===== src/sv/tfsf_pkg.sv =====
// tfsf_pkg: shared types, codes and reset values for the touch frame stability filter
// no dependencies
`timescale 1ns / 1ps
`default_nettype none

package tfsf_pkg;

  localparam int unsigned CoordBitsDef = 12;
  localparam int unsigned RawBits      = 12;
  localparam int unsigned CfgIdxBits   = 3;
  localparam int unsigned CfgDataBits  = 16;

  // configuration register indexes
  localparam logic [CfgIdxBits-1:0] REG_INT_GATE_MS     = 3'd0;
  localparam logic [CfgIdxBits-1:0] REG_SCREEN_WIDTH    = 3'd1;
  localparam logic [CfgIdxBits-1:0] REG_SCREEN_HEIGHT   = 3'd2;
  localparam logic [CfgIdxBits-1:0] REG_ORIENTATION     = 3'd3;
  localparam logic [CfgIdxBits-1:0] REG_JITTER_LIMIT    = 3'd4;
  localparam logic [CfgIdxBits-1:0] REG_PRESS_THRESH    = 3'd5;
  localparam logic [CfgIdxBits-1:0] REG_RELEASE_THRESH  = 3'd6;

  // frame classes
  localparam logic [1:0] CLS_EMPTY   = 2'd0;
  localparam logic [1:0] CLS_FINGER  = 2'd1;
  localparam logic [1:0] CLS_GARBAGE = 2'd2;

  localparam logic [RawBits-1:0] RAW_X_MAX   = 12'd239;
  localparam logic [RawBits-1:0] RAW_Y_MAX   = 12'd319;
  localparam logic [7:0]         MAX_FINGERS = 8'd2;
  localparam logic [7:0]         CNT_MAX     = 8'hFF;

  localparam logic [15:0] RST_INT_GATE_MS    = 16'd100;
  localparam logic [12:0] RST_SCREEN_WIDTH   = 13'd240;
  localparam logic [12:0] RST_SCREEN_HEIGHT  = 13'd320;
  localparam logic [2:0]  RST_ORIENTATION    = 3'd0;
  localparam logic [11:0] RST_JITTER_LIMIT   = 12'd40;
  localparam logic [7:0]  RST_PRESS_THRESH   = 8'd3;
  localparam logic [7:0]  RST_RELEASE_THRESH = 8'd3;

  typedef struct packed {
    logic [15:0] int_gate_ms;
    logic [12:0] screen_width;
    logic [12:0] screen_height;
    logic [2:0]  orientation;
    logic [11:0] jitter_limit;
    logic [7:0]  press_thresh;
    logic [7:0]  release_thresh;
  } cfg_t;

  typedef struct packed {
    logic        read_ok;
    logic [7:0]  finger_count;
    logic [7:0]  x_high;
    logic [7:0]  x_low;
    logic [7:0]  y_high;
    logic [7:0]  y_low;
    logic [31:0] now_ms;
    logic [31:0] last_int_ms;
    logic        int_seen;
  } frame_t;

  typedef struct packed {
    logic       pressed;
    logic [1:0] frame_class;
  } status_t;

endpackage

`default_nettype wire


===== src/sv/tfsf_frame_if.sv =====
// tfsf_frame_if: valid/ready channel carrying one polled touch frame
// depends on tfsf_pkg
`timescale 1ns / 1ps
`default_nettype none

interface tfsf_frame_if
  import tfsf_pkg::*;
();
  logic        valid;
  logic        ready;
  logic        read_ok;
  logic [7:0]  finger_count;
  logic [7:0]  x_high;
  logic [7:0]  x_low;
  logic [7:0]  y_high;
  logic [7:0]  y_low;
  logic [31:0] now_ms;
  logic [31:0] last_int_ms;
  logic        int_seen;

  modport source (
    output valid, read_ok, finger_count, x_high, x_low, y_high, y_low,
           now_ms, last_int_ms, int_seen,
    input  ready
  );

  modport sink (
    input  valid, read_ok, finger_count, x_high, x_low, y_high, y_low,
           now_ms, last_int_ms, int_seen,
    output ready
  );
endinterface

`default_nettype wire


===== src/sv/tfsf_result_if.sv =====
// tfsf_result_if: valid/ready channel carrying one filtered touch result
// depends on tfsf_pkg
`timescale 1ns / 1ps
`default_nettype none

interface tfsf_result_if
  import tfsf_pkg::*;
#(
  parameter int unsigned COORD_BITS = CoordBitsDef
) ();
  logic                  valid;
  logic                  ready;
  logic                  pressed;
  logic [COORD_BITS-1:0] touch_x;
  logic [COORD_BITS-1:0] touch_y;
  logic [1:0]            frame_class;

  modport source (
    output valid, pressed, touch_x, touch_y, frame_class,
    input  ready
  );

  modport sink (
    input  valid, pressed, touch_x, touch_y, frame_class,
    output ready
  );
endinterface

`default_nettype wire


===== src/sv/tfsf_filter.sv =====
// tfsf_filter: frame classification, orientation, clamp and press/release state
// depends on tfsf_pkg
`timescale 1ns / 1ps
`default_nettype none

module tfsf_filter
  import tfsf_pkg::*;
#(
  parameter int unsigned COORD_BITS = CoordBitsDef
) (
  input  wire logic                  clk_i,
  input  wire logic                  rst_ni,
  input  wire logic                  step_i,
  input  wire frame_t                frame_i,
  input  wire cfg_t                  cfg_i,
  output status_t                    status_o,
  output logic     [COORD_BITS-1:0]  touch_x_o,
  output logic     [COORD_BITS-1:0]  touch_y_o
);

  localparam int unsigned CmpW = (COORD_BITS > RawBits) ? COORD_BITS : RawBits;
  localparam int unsigned SW   = CmpW + 2;
  localparam int unsigned SzW  = COORD_BITS + 1;
  localparam int unsigned ExtW = 18;
  localparam logic [SzW-1:0] SizeLim = {1'b1, {COORD_BITS{1'b0}}};

  function automatic logic [SzW-1:0] eff_size(input logic [12:0] s);
    logic [ExtW-1:0] v;
    v = ExtW'(s);
    if (s == 13'd0) v = ExtW'(1);
    if (v > ExtW'(SizeLim)) v = ExtW'(SizeLim);
    return SzW'(v);
  endfunction

  function automatic logic [COORD_BITS-1:0] clamp_to(
    input logic signed [SW-1:0] v,
    input logic signed [SW-1:0] sz
  );
    logic signed [SW-1:0] top;
    top = sz - SW'(1);
    if (v < 0) return '0;
    if (v > top) return COORD_BITS'(top);
    return COORD_BITS'(v);
  endfunction

  logic                  stable_down_q, stable_down_d;
  logic [7:0]            press_count_q, press_count_d;
  logic [7:0]            release_count_q, release_count_d;
  logic [COORD_BITS-1:0] last_x_q, last_x_d;
  logic [COORD_BITS-1:0] last_y_q, last_y_d;
  logic                  gate_armed_q, gate_armed_d;

  logic [RawBits-1:0]    raw_x, raw_y, sel_x, sel_y;
  logic [1:0]            cls;
  logic [31:0]           elapsed;
  logic signed [SW-1:0]  w_s, h_s, xs, ys;
  logic [COORD_BITS-1:0] cx, cy, dx, dy;
  logic                  jitter;

  assign raw_x   = {frame_i.x_high[3:0], frame_i.x_low};
  assign raw_y   = {frame_i.y_high[3:0], frame_i.y_low};
  assign elapsed = frame_i.now_ms - frame_i.last_int_ms;
  assign gate_armed_d = gate_armed_q | frame_i.int_seen;

  always_comb begin
    if (!frame_i.read_ok) begin
      cls = CLS_GARBAGE;
    end else if (frame_i.finger_count == 8'd0) begin
      cls = CLS_EMPTY;
    end else if (frame_i.finger_count > MAX_FINGERS) begin
      cls = CLS_GARBAGE;
    end else if (raw_x > RAW_X_MAX || raw_y > RAW_Y_MAX) begin
      cls = CLS_GARBAGE;
    end else begin
      cls = CLS_FINGER;
    end
    if (gate_armed_d && cls == CLS_FINGER && elapsed > {16'd0, cfg_i.int_gate_ms}) begin
      cls = CLS_EMPTY;
    end
  end

  // orientation, clamp and jitter check
  always_comb begin
    w_s   = $signed(SW'(eff_size(cfg_i.screen_width)));
    h_s   = $signed(SW'(eff_size(cfg_i.screen_height)));
    sel_x = cfg_i.orientation[0] ? raw_y : raw_x;
    sel_y = cfg_i.orientation[0] ? raw_x : raw_y;
    xs    = $signed(SW'(sel_x));
    ys    = $signed(SW'(sel_y));
    if (cfg_i.orientation[1]) xs = w_s - SW'(1) - xs;
    if (cfg_i.orientation[2]) ys = h_s - SW'(1) - ys;
    cx = clamp_to(xs, w_s);
    cy = clamp_to(ys, h_s);
    dx = (cx > last_x_q) ? cx - last_x_q : last_x_q - cx;
    dy = (cy > last_y_q) ? cy - last_y_q : last_y_q - cy;
    jitter = (CmpW'(dx) > CmpW'(cfg_i.jitter_limit)) ||
             (CmpW'(dy) > CmpW'(cfg_i.jitter_limit));
  end

  always_comb begin
    stable_down_d   = stable_down_q;
    press_count_d   = press_count_q;
    release_count_d = release_count_q;
    last_x_d        = last_x_q;
    last_y_d        = last_y_q;
    case (cls)
      CLS_FINGER: begin
        release_count_d = 8'd0;
        if (!stable_down_q && press_count_q != 8'd0 && jitter) begin
          press_count_d = 8'd1;
        end else if (press_count_q != CNT_MAX) begin
          press_count_d = press_count_q + 8'd1;
        end
        last_x_d = cx;
        last_y_d = cy;
        if (press_count_d >= cfg_i.press_thresh) stable_down_d = 1'b1;
      end
      CLS_EMPTY: begin
        press_count_d = 8'd0;
        if (release_count_q != CNT_MAX) release_count_d = release_count_q + 8'd1;
        if (release_count_d >= cfg_i.release_thresh) stable_down_d = 1'b0;
      end
      default: begin
      end
    endcase
  end

  assign status_o.pressed     = stable_down_d;
  assign status_o.frame_class = cls;
  assign touch_x_o = stable_down_d ? last_x_d : '0;
  assign touch_y_o = stable_down_d ? last_y_d : '0;

  always_ff @(posedge clk_i or negedge rst_ni) begin
    if (!rst_ni) begin
      stable_down_q   <= 1'b0;
      press_count_q   <= 8'd0;
      release_count_q <= 8'd0;
      last_x_q        <= '0;
      last_y_q        <= '0;
      gate_armed_q    <= 1'b0;
    end else if (step_i) begin
      stable_down_q   <= stable_down_d;
      press_count_q   <= press_count_d;
      release_count_q <= release_count_d;
      last_x_q        <= last_x_d;
      last_y_q        <= last_y_d;
      gate_armed_q    <= gate_armed_d;
    end
  end

  a_gate_sticky: assert property (@(posedge clk_i) disable iff (!rst_ni)
    !$fell(gate_armed_q))
    else $error("interrupt gate disarmed");

  a_garbage_holds: assert property (@(posedge clk_i) disable iff (!rst_ni)
    step_i && cls == CLS_GARBAGE |=> $stable(press_count_q) && $stable(release_count_q)
      && $stable(stable_down_q))
    else $error("garbage frame changed press state");

  a_finger_clears_release: assert property (@(posedge clk_i) disable iff (!rst_ni)
    step_i && cls == CLS_FINGER |=> release_count_q == 8'd0 && press_count_q != 8'd0)
    else $error("finger frame left release count");

  a_empty_clears_press: assert property (@(posedge clk_i) disable iff (!rst_ni)
    step_i && cls == CLS_EMPTY |=> press_count_q == 8'd0 && release_count_q != 8'd0)
    else $error("empty frame left press count");

endmodule

`default_nettype wire


===== src/sv/touch_frame_stability_filter_top.sv =====
// touch_frame_stability_filter_top: input register, filter logic, result register
// an accepted frame is held in the input register; its filtered result is held in the result register
// throughput: one frame per cycle while results are taken; the input stage refills while the result stage drains
// reset: press/release counters, coordinates and gate clear; config registers take default values
// depends on tfsf_pkg, tfsf_frame_if, tfsf_result_if, tfsf_filter
`timescale 1ns / 1ps
`default_nettype none

module touch_frame_stability_filter_top
  import tfsf_pkg::*;
#(
  parameter int unsigned COORD_BITS = CoordBitsDef
) (
  input  wire logic                   clk_i,
  input  wire logic                   rst_ni,
  input  wire logic                   cfg_we_i,
  input  wire logic [CfgIdxBits-1:0]  cfg_idx_i,
  input  wire logic [CfgDataBits-1:0] cfg_wdata_i,
  tfsf_frame_if.sink                  frame_i,
  tfsf_result_if.source               result_o
);

  cfg_t                  cfg_q;
  frame_t                frame_q;
  logic                  in_valid_q;
  logic                  out_valid_q;
  status_t               status_q;
  logic [COORD_BITS-1:0] touch_x_q, touch_y_q;

  status_t               status_d;
  logic [COORD_BITS-1:0] touch_x_d, touch_y_d;
  logic                  advance, in_accept;

  assign advance        = in_valid_q && (!out_valid_q || result_o.ready);
  assign frame_i.ready  = !in_valid_q || advance;
  assign in_accept      = frame_i.valid && frame_i.ready;

  always_ff @(posedge clk_i or negedge rst_ni) begin
    if (!rst_ni) begin
      cfg_q.int_gate_ms    <= RST_INT_GATE_MS;
      cfg_q.screen_width   <= RST_SCREEN_WIDTH;
      cfg_q.screen_height  <= RST_SCREEN_HEIGHT;
      cfg_q.orientation    <= RST_ORIENTATION;
      cfg_q.jitter_limit   <= RST_JITTER_LIMIT;
      cfg_q.press_thresh   <= RST_PRESS_THRESH;
      cfg_q.release_thresh <= RST_RELEASE_THRESH;
    end else if (cfg_we_i) begin
      case (cfg_idx_i)
        REG_INT_GATE_MS:    cfg_q.int_gate_ms    <= cfg_wdata_i[15:0];
        REG_SCREEN_WIDTH:   cfg_q.screen_width   <= cfg_wdata_i[12:0];
        REG_SCREEN_HEIGHT:  cfg_q.screen_height  <= cfg_wdata_i[12:0];
        REG_ORIENTATION:    cfg_q.orientation    <= cfg_wdata_i[2:0];
        REG_JITTER_LIMIT:   cfg_q.jitter_limit   <= cfg_wdata_i[11:0];
        REG_PRESS_THRESH:   cfg_q.press_thresh   <= cfg_wdata_i[7:0];
        REG_RELEASE_THRESH: cfg_q.release_thresh <= cfg_wdata_i[7:0];
        default: begin
        end
      endcase
    end
  end

  // input stage
  always_ff @(posedge clk_i or negedge rst_ni) begin
    if (!rst_ni) begin
      in_valid_q <= 1'b0;
    end else if (in_accept) begin
      in_valid_q <= 1'b1;
    end else if (advance) begin
      in_valid_q <= 1'b0;
    end
  end

  always_ff @(posedge clk_i) begin
    if (in_accept) begin
      frame_q.read_ok      <= frame_i.read_ok;
      frame_q.finger_count <= frame_i.finger_count;
      frame_q.x_high       <= frame_i.x_high;
      frame_q.x_low        <= frame_i.x_low;
      frame_q.y_high       <= frame_i.y_high;
      frame_q.y_low        <= frame_i.y_low;
      frame_q.now_ms       <= frame_i.now_ms;
      frame_q.last_int_ms  <= frame_i.last_int_ms;
      frame_q.int_seen     <= frame_i.int_seen;
    end
  end

  tfsf_filter #(
    .COORD_BITS (COORD_BITS)
  ) u_filter (
    .clk_i     (clk_i),
    .rst_ni    (rst_ni),
    .step_i    (advance),
    .frame_i   (frame_q),
    .cfg_i     (cfg_q),
    .status_o  (status_d),
    .touch_x_o (touch_x_d),
    .touch_y_o (touch_y_d)
  );

  // result stage
  always_ff @(posedge clk_i or negedge rst_ni) begin
    if (!rst_ni) begin
      out_valid_q <= 1'b0;
    end else if (advance) begin
      out_valid_q <= 1'b1;
    end else if (result_o.ready) begin
      out_valid_q <= 1'b0;
    end
  end

  always_ff @(posedge clk_i) begin
    if (advance) begin
      status_q  <= status_d;
      touch_x_q <= touch_x_d;
      touch_y_q <= touch_y_d;
    end
  end

  assign result_o.valid       = out_valid_q;
  assign result_o.pressed     = status_q.pressed;
  assign result_o.touch_x     = touch_x_q;
  assign result_o.touch_y     = touch_y_q;
  assign result_o.frame_class = status_q.frame_class;

endmodule

`default_nettype wire

===== src/flat_wrapper.sv =====
// flat-port wrapper written by rule: the top's interface ports become plain ports
module touch_frame_stability_filter_top_flat import tfsf_pkg::*;
#(
  parameter int unsigned COORD_BITS = CoordBitsDef
)
  (clk_i, rst_ni, cfg_we_i, cfg_idx_i, cfg_wdata_i, frame_i_valid, frame_i_read_ok, frame_i_finger_count, frame_i_x_high, frame_i_x_low, frame_i_y_high, frame_i_y_low, frame_i_now_ms, frame_i_last_int_ms, frame_i_int_seen, frame_i_ready, result_o_valid, result_o_pressed, result_o_touch_x, result_o_touch_y, result_o_frame_class, result_o_ready);
  tfsf_frame_if frame_i_i ();
  tfsf_result_if #(.COORD_BITS(COORD_BITS)) result_o_i ();
  input  wire logic clk_i;
  input  wire logic rst_ni;
  input  wire logic cfg_we_i;
  input  wire logic [CfgIdxBits-1:0] cfg_idx_i;
  input  wire logic [CfgDataBits-1:0] cfg_wdata_i;
  input wire logic [$bits(frame_i_i.valid)-1:0] frame_i_valid;
  input wire logic [$bits(frame_i_i.read_ok)-1:0] frame_i_read_ok;
  input wire logic [$bits(frame_i_i.finger_count)-1:0] frame_i_finger_count;
  input wire logic [$bits(frame_i_i.x_high)-1:0] frame_i_x_high;
  input wire logic [$bits(frame_i_i.x_low)-1:0] frame_i_x_low;
  input wire logic [$bits(frame_i_i.y_high)-1:0] frame_i_y_high;
  input wire logic [$bits(frame_i_i.y_low)-1:0] frame_i_y_low;
  input wire logic [$bits(frame_i_i.now_ms)-1:0] frame_i_now_ms;
  input wire logic [$bits(frame_i_i.last_int_ms)-1:0] frame_i_last_int_ms;
  input wire logic [$bits(frame_i_i.int_seen)-1:0] frame_i_int_seen;
  output wire logic [$bits(frame_i_i.ready)-1:0] frame_i_ready;
  output wire logic [$bits(result_o_i.valid)-1:0] result_o_valid;
  output wire logic [$bits(result_o_i.pressed)-1:0] result_o_pressed;
  output wire logic [$bits(result_o_i.touch_x)-1:0] result_o_touch_x;
  output wire logic [$bits(result_o_i.touch_y)-1:0] result_o_touch_y;
  output wire logic [$bits(result_o_i.frame_class)-1:0] result_o_frame_class;
  input wire logic [$bits(result_o_i.ready)-1:0] result_o_ready;
  assign frame_i_i.valid = frame_i_valid;
  assign frame_i_i.read_ok = frame_i_read_ok;
  assign frame_i_i.finger_count = frame_i_finger_count;
  assign frame_i_i.x_high = frame_i_x_high;
  assign frame_i_i.x_low = frame_i_x_low;
  assign frame_i_i.y_high = frame_i_y_high;
  assign frame_i_i.y_low = frame_i_y_low;
  assign frame_i_i.now_ms = frame_i_now_ms;
  assign frame_i_i.last_int_ms = frame_i_last_int_ms;
  assign frame_i_i.int_seen = frame_i_int_seen;
  assign frame_i_ready = frame_i_i.ready;
  assign result_o_valid = result_o_i.valid;
  assign result_o_pressed = result_o_i.pressed;
  assign result_o_touch_x = result_o_i.touch_x;
  assign result_o_touch_y = result_o_i.touch_y;
  assign result_o_frame_class = result_o_i.frame_class;
  assign result_o_i.ready = result_o_ready;
  touch_frame_stability_filter_top #(.COORD_BITS(COORD_BITS)) u_core (.clk_i(clk_i), .rst_ni(rst_ni), .cfg_we_i(cfg_we_i), .cfg_idx_i(cfg_idx_i), .cfg_wdata_i(cfg_wdata_i), .frame_i(frame_i_i), .result_o(result_o_i));
endmodule

===== config.mk =====
export PLATFORM = sky130hd
export DESIGN_NAME = touch_frame_stability_filter_top_flat
export DESIGN_NICKNAME = d
export VERILOG_FILES = /design/src/sv/tfsf_pkg.sv /design/src/sv/tfsf_frame_if.sv /design/src/sv/tfsf_result_if.sv /design/src/sv/tfsf_filter.sv /design/src/sv/touch_frame_stability_filter_top.sv /design/src/flat_wrapper.sv
export SDC_FILE = /design/constraint.sdc
export NUM_CORES = 1
export LEC_CHECK = 0
export ABC_AREA = 1
export CAP_MARGIN = 10
export CORE_UTILIZATION = 48
export CTS_CLUSTER_DIAMETER = 30
export DETAILED_ROUTE_END_ITERATION = 8
export DONT_BUFFER_PORTS = 1
export PLACE_DENSITY = 0.64
export RECOVER_POWER = 50
export SLEW_MARGIN = 20
export SYNTH_ARGS = -nofsm -noshare
export SYNTH_HDL_FRONTEND = slang
export SYNTH_SLANG_ARGS = --single-unit

===== constraint.sdc =====
create_clock -name clk_i -period 13.98 [get_ports clk_i]
set_clock_uncertainty 0.15 [all_clocks]
set_input_delay 0.699 -clock clk_i [delete_from_list [all_inputs] [get_ports clk_i]]
set_output_delay 0.699 -clock clk_i [all_outputs]
set_load 0.01 [all_outputs]

### After elaboration in Yosys (flattened, before gate mapping)

Cells that the tools add are included.

* bits of input ports: 130
* output and inout bits: 29
* bits in registers: 242
* logic and storage cells: 141

* equal/unequal tests: 10
* magnitude comparators: 16
* reduce and logical (&&, ||, !) cells: 30
* bitwise logic cells: 1
* $add $sub $neg: 11
* muxes and demuxes: 45

Operators with widths (number)
* two-way mux 12 bit: 14
* two-way mux 13 bit: 4
* greater-than comparator 12 bit: 4
* subtractor 12 bit: 4
* two-way mux 8 bit: 5
* greater-than comparator 18 x 13 -> 1 bit, second input constant: 2
* greater-than comparator 32 x 16 -> 1 bit: 1
* case mux 8 bit (2 select lines): 2
* subtractor 32 bit: 1
* greater-than comparator 14 bit: 2
* < comparator 14 x 1 -> 1 bit, second input constant: 2
* two-way mux 14 bit: 2
* subtractor 13 x 1 -> 14 bit, second input constant: 2
* subtractor 14 x 13 -> 14 bit: 2
* logical NOT 13 bit: 2
* adder 8 x 1 -> 8 bit, second input constant: 2
* greater-or-equal comparator 8 bit: 2
* != test 8 bit, second input constant: 2
* AND reduction 2 bit: 8
* greater-than comparator 12 x 8 -> 1 bit, second input constant: 1
* greater-than comparator 12 x 9 -> 1 bit, second input constant: 1
* two-way mux 1 bit: 12
* two-way mux 2 bit: 5
* == test 3 bit, second input constant: 3
* 14 further kinds: 28

### Logic depth before layout (Yosys ltp)

* depth in word-level cells: 22
* depth in mapped cells: 85

### Hierarchy

A second synthesis with hierarchy kept.

* cells, all modules: 2415
* area, all modules: 18572.8 um2

Modules (own cells, without submodules)
* tfsf_filter: times used 1, area an instance 11541.1 um2, cells each 1942, sequential area each 1051.0 um2
* touch_frame_stability_filter_top: times used 1, area an instance 7031.7 um2, cells each 473, sequential area each 5889.4 um2

### Least setup slack after synthesis

OpenSTA, ideal clock, no wires.

* kind: register to register
* from: register u_core.cfg_q[56] in the netlist's numbering
* to: register u_core.touch_x_q[10], in the netlist u_core.result_o.touch_x[10] (data pin)
* setup slack: 3.380 ns
* arrival: 10.194 ns
* cell stages (with the launch flop): 83
* clock period less this slack: 10.600 ns
* library setup time: 0.257 ns
* cells stage by stage: dfrtp_1 -> buf_6 -> nor2_1 -> nand3_1 -> nand4_1 -> nand2_2 -> buf_2 -> inv_1 -> nor2_1 -> inv_1 -> ha_1 -> inv_1 -> or2_2 -> nor2_4 -> xor2_1 -> inv_1 -> ha_1 -> inv_1 -> (+47 left out) -> a21oi_1 -> o21ai_0 -> nand2_1 -> inv_1 -> a21oi_1 -> ha_1 -> a21boi_0 -> o21a_1 -> o21a_1 -> o21ai_0 -> nand2_1 -> a21oi_1 -> o21ai_0 -> o211ai_1 -> nand3b_2 -> inv_2 -> buf_2 -> nor2_1

RTL lines
* start, declared: RTL line touch_frame_stability_filter_top.sv:23 `cfg_t cfg_q;`
* end signal, assigned: RTL line touch_frame_stability_filter_top.sv:114 `touch_x_q <= touch_x_d;`
* end, declared: RTL line touch_frame_stability_filter_top.sv:28 `logic [COORD_BITS-1:0] touch_x_q, touch_y_q;`

==> results_tabular.tex <==
\begin{tabular}{lr}
\hline
Metric & Value \\
\hline
\multicolumn{2}{l}{\textbf{STA}} \\
Period minus WS final & 12.56 ns \\
RSZ-0062 raised after global routing & false \\
Share of the clock period used by the worst path after layout & 89.9\% \\
Accumulated negative setup slack & 0 ns \\
Peak Freq & 79.6 MHz \\
Worst slew margin relative to its limit & -345\% \\
Setup-violating endpoint count in the final report & 0 \\
Number of pins exceeding their max-slew limit in the final report & roughly 150 \\
Hold violation total from the final report & 0 \\
Slew at the pin with the worst max-slew slack & approximately 6.7 ns \\
\multicolumn{2}{l}{\textbf{Setup path}} \\
Number of cells on the worst reg-to-reg path & 76 \\
Worst setup EP type & flip-flop \\
Total number of cells along the worst setup path & 76 \\
Signal arrival time at the worst endpoint & 12.71 ns \\
Maximum net fanout on the critical path & 24 \\
CP bufs+invs & 11 \\
Startpoint kind of the worst setup timing path & flip-flop \\
Biggest cell delay along the critical path & roughly 0.40 ns \\
Critical path class & flip-flop to flip-flop \\
Cell with the largest stage delay on the worst path & dfrtp\_1 \\
Family of cells with the greatest summed delay on the critical path & compound AO/OA/AOI/OAI gates \\
Crit path required time & 14.12 ns \\
Most common cell type on the critical path & nand2\_1 \\
\multicolumn{2}{l}{\textbf{Outcome}} \\
Run status & finished with violations \\
Failing checks & max-capacitance violations, max-slew violations \\
\multicolumn{2}{l}{\textbf{Finish}} \\
Number of antenna cells inserted & 0 \\
Fraction of final layout cells sized beyond drive strength 1 & 8.95\% \\
Final non-filler cell total & 2893 \\
Area Overhead vs Synth & 16.6\% \\
Net count of the finished layout & approximately 2700 \\
\multicolumn{2}{l}{\textbf{Pwr}} \\
Cell Pwr Density & 228 mW/mm\^{}2 \\
NetSw & 2.09 mW \\
Overall Power & about 4.8 mW \\
Relative contribution of sequential cells to total power & a little under a fifth \\
Maximum resistive drop on vdd & 0.000133 V \\
Lkg Pwr & around 10 nW \\
Clock power frac & roughly 28\% \\
Power share of the combinational group & 53.0\% \\
Switch share & a little over two fifths \\
Internal Pwr Total & roughly 2.7 mW \\
\multicolumn{2}{l}{\textbf{Yosys}} \\
Post-synth top area share & 20.8\% \\
Number of library cell types mapped by synthesis & 65 \\
Number of synthesis warnings & 0 \\
Cell count after synthesis & roughly 2300 \\
Largest area contributor in the netlist & edfxtp\_1 \\
Synthesized area & 0.0181 sq mm \\
Synth Area per Inst & roughly 8 sq um \\
Prevailing post-synth register cell & edfxtp\_1 \\
\#FFs+latches synth & $\sim$240 \\
Commonest cells in the synthesized netlist & nand2\_1, inv\_1, o21ai\_0 \\
Portion of the post-synthesis area used by sequential elements & a little under two fifths \\
Share of flip-flops with an asynchronous set or reset after synthesis & between 40\% and 50\% \\
Number of enable-type register cells in the synthesized netlist & between 100 and 150 \\
Most instantiated library cell after synthesis & nand2\_1 \\
Most area-consuming cells after synthesis & edfxtp\_1, dfrtp\_1, ha\_1 \\
\multicolumn{2}{l}{\textbf{Routing}} \\
Via count & around 15000 \\
Number of DRC violations after detailed routing & 0 \\
Via count normalized by instance count & 5.31 \\
Routed length per placed instance & around 16 um \\
Initial detailed-routing violation count & 665 \\
DRT antenna net count & 0 \\
Overall routed net length & 46300 um \\
DRT Pass-1 Iters & 7 \\
\multicolumn{2}{l}{\textbf{Clock network}} \\
Root Buffer & clkbuf\_16 \\
Clock latency of the later-clocked register in the worst-skew pair & 0.62 ns \\
CTS tree & yes \\
CTS H-Tree Depth & 2 \\
Sinks on the clock net & 242 \\
Bufs on Longest Clock Path & 3 \\
Clk slew on worst S/H paths & 0.05 ns \\
Inserted Clock Buffers & 56 \\
\multicolumn{2}{l}{\textbf{Floorplan}} \\
Height of the die & a little under 200 um \\
Row count & 70 \\
Starting utilization of the core area & 49.1\% \\
Area of the core & 0.0368 sq mm \\
Area of the die & about 0.038 sq mm \\
Chip width & between 150 and 200 um \\
Total I/O pin count & 159 \\
\multicolumn{2}{l}{\textbf{Worst hold path}} \\
Worst hold path type & primary input to flip-flop \\
Number of cells traversed by the worst hold path & 0 \\
\multicolumn{2}{l}{\textbf{Place}} \\
Placed Instances & roughly 2700 \\
Buffers on Ports & 0 \\
DPL Wire Length & 34600 um \\
Final GP Congestion & between 0.9 and 1 \\
\multicolumn{2}{l}{\textbf{Global routing}} \\
Initial antenna violation count & 2 \\
Global-route wire length before repair & 74900 um \\
Gr ovfl total & 0 \\
Via count of the first global-routing pass & 15100 \\
Maximum number of pins on one net before global-route repair & 118 \\
Tot GR Track Use & 24.5\% \\
\multicolumn{2}{l}{\textbf{Run}} \\
Max-cap violations & 2 \\
\hline
\end{tabular}
## cell type report
type	instances	area, sq um
Clock inverter	40	536
Fill cell	3376	15700
Sequential cell	242	6700
Timing Repair Buffer	65	616
Multi-Input combinational cell	1629	9700
Inverter	383	1440
Tap cell	468	586
Clock buffer	66	1490
## state kept, by name (all words and copies together) (netlist names)
name                             flops
u_core.cfg_q                        73
u_core.frame_q                      98
u_core.in_valid_q                    1
u_core.result_o.frame_class          2
u_core.result_o.pressed              1
u_core.result_o.touch_x             12
u_core.result_o.touch_y             12
u_core.result_o.valid                1
u_core.u_filter.gate_armed_q         1
u_core.u_filter.last_x_q            12
u_core.u_filter.last_y_q            12
u_core.u_filter.press_count_q        8
u_core.u_filter.release_count_q      8
u_core.u_filter.stable_down_q        1
## metal layers
layer | part of all wire [%] | GRT usage, %
met2 | 48 | 42.6
met3 | 4.2 | 4.01
met1 | 43 | 29.8
met5 | 0.065 | 0
met4 | 3.8 | 11.1
## per-stage QoR
| step | worst slack (ns) | utilization (%) | area [sq um] | hold slack [ns] |
|---|---|---|---|---|
| finish | 1.42 | 57.3 | 21100 | 0.0303 |
| global route | 0.0745 | 57.3 | 21100 | 0.000492 |
| CTS | 0.960 | 57.2 | 21100 | 0.00328 |
| detailed placement | 1.05 | 50.2 | 18500 | 0.264 |
| global placement | 1.30 | 50.2 | 18500 | 0.264 |
| floorplan | 3.38 | - | 18100 | 0.253 |
## cells by family after synthesis
group / Yosys count / share of synthesized area (%)
other: 1 / 0.0208
muxes: 2 / 0.111
and+or+nand+nor: 941 / 23.1
DFF: 242 / 37.1
buffers and inverters: 435 / 9.37
adders and majority gates: 191 / 13.5
AOI/OAI and AO/OA: 423 / 13.4
xor gates and xnor gates: 70 / 3.39
## repair_timing
item,in CTS,in global routing
endpoints found under the hold margin,170,0
setup buffers,0,3
hold buffers,55,0
setup endpoints to repair,0,24
resized for setup,0,7
## layout by cell type (no fill, tap or decap), drive strengths merged, types with 3 or more instances in the layout
cell         netlist  final
dfstp             15     15
o21bai             8      8
a21oi            137    137
clkinvlp           0      9
inv              381    387
dfrtp            102    102
xor2              41     41
nand4             29     29
a21boi             7      7
or2               15     15
bufinv             0      8
nand2            544    544
ha               184    184
a31oi             14     14
xnor2             29     29
nor4              16     16
o2111ai            4      4
nor2             146    146
fa                 7      7
o21a               8      8
nand3b             3      3
nor3              20     20
o211ai             6      6
dlygate4sd3        0     54
clkbuf            28     68
o221ai             4      4
a211oi             3      3
o21ai            209    209
clkinv             2     19
nand3            162    162
a21o               4      4
edfxtp           125    125
buf               24      9
## path summary, 6_finish.rpt
path	from	endpoint	slack [ns]
max	u_core.cfg_q[54]$_DFFE_PN0P_	u_core.result_o.touch_y[9]$_SDFFCE_PN0P_	1.42
min	frame_i_last_int_ms[26]	u_core.frame_q[27]$_DFFE_PP_	0.03
max reg2reg	u_core.cfg_q[54]$_DFFE_PN0P_	u_core.result_o.touch_y[9]$_SDFFCE_PN0P_	1.42
min reg2reg	u_core.cfg_q[7]$_DFFE_PN0P_	u_core.cfg_q[7]$_DFFE_PN0P_	0.33
max in group asynchronous	rst_ni	u_core.u_filter.last_y_q[9]$_DFFE_PN0P_	6.89
min in group asynchronous	rst_ni	u_core.cfg_q[35]$_DFFE_PN0P_	3.08
## power by group through the flow
stage	registers, mW	clock network (mW)	logic [mW]
4_1_cts	0.898	1.39	2.53
3_3_place_gp	0.907	0	2.42
2_1_floorplan	0.891	0	1.96
3_5_place_dp	0.909	0	2.49
6_report	0.899	1.37	2.55
5_1_grt	0.908	1.43	2.91
Note: power is estimated with default switching activity, not from simulation.
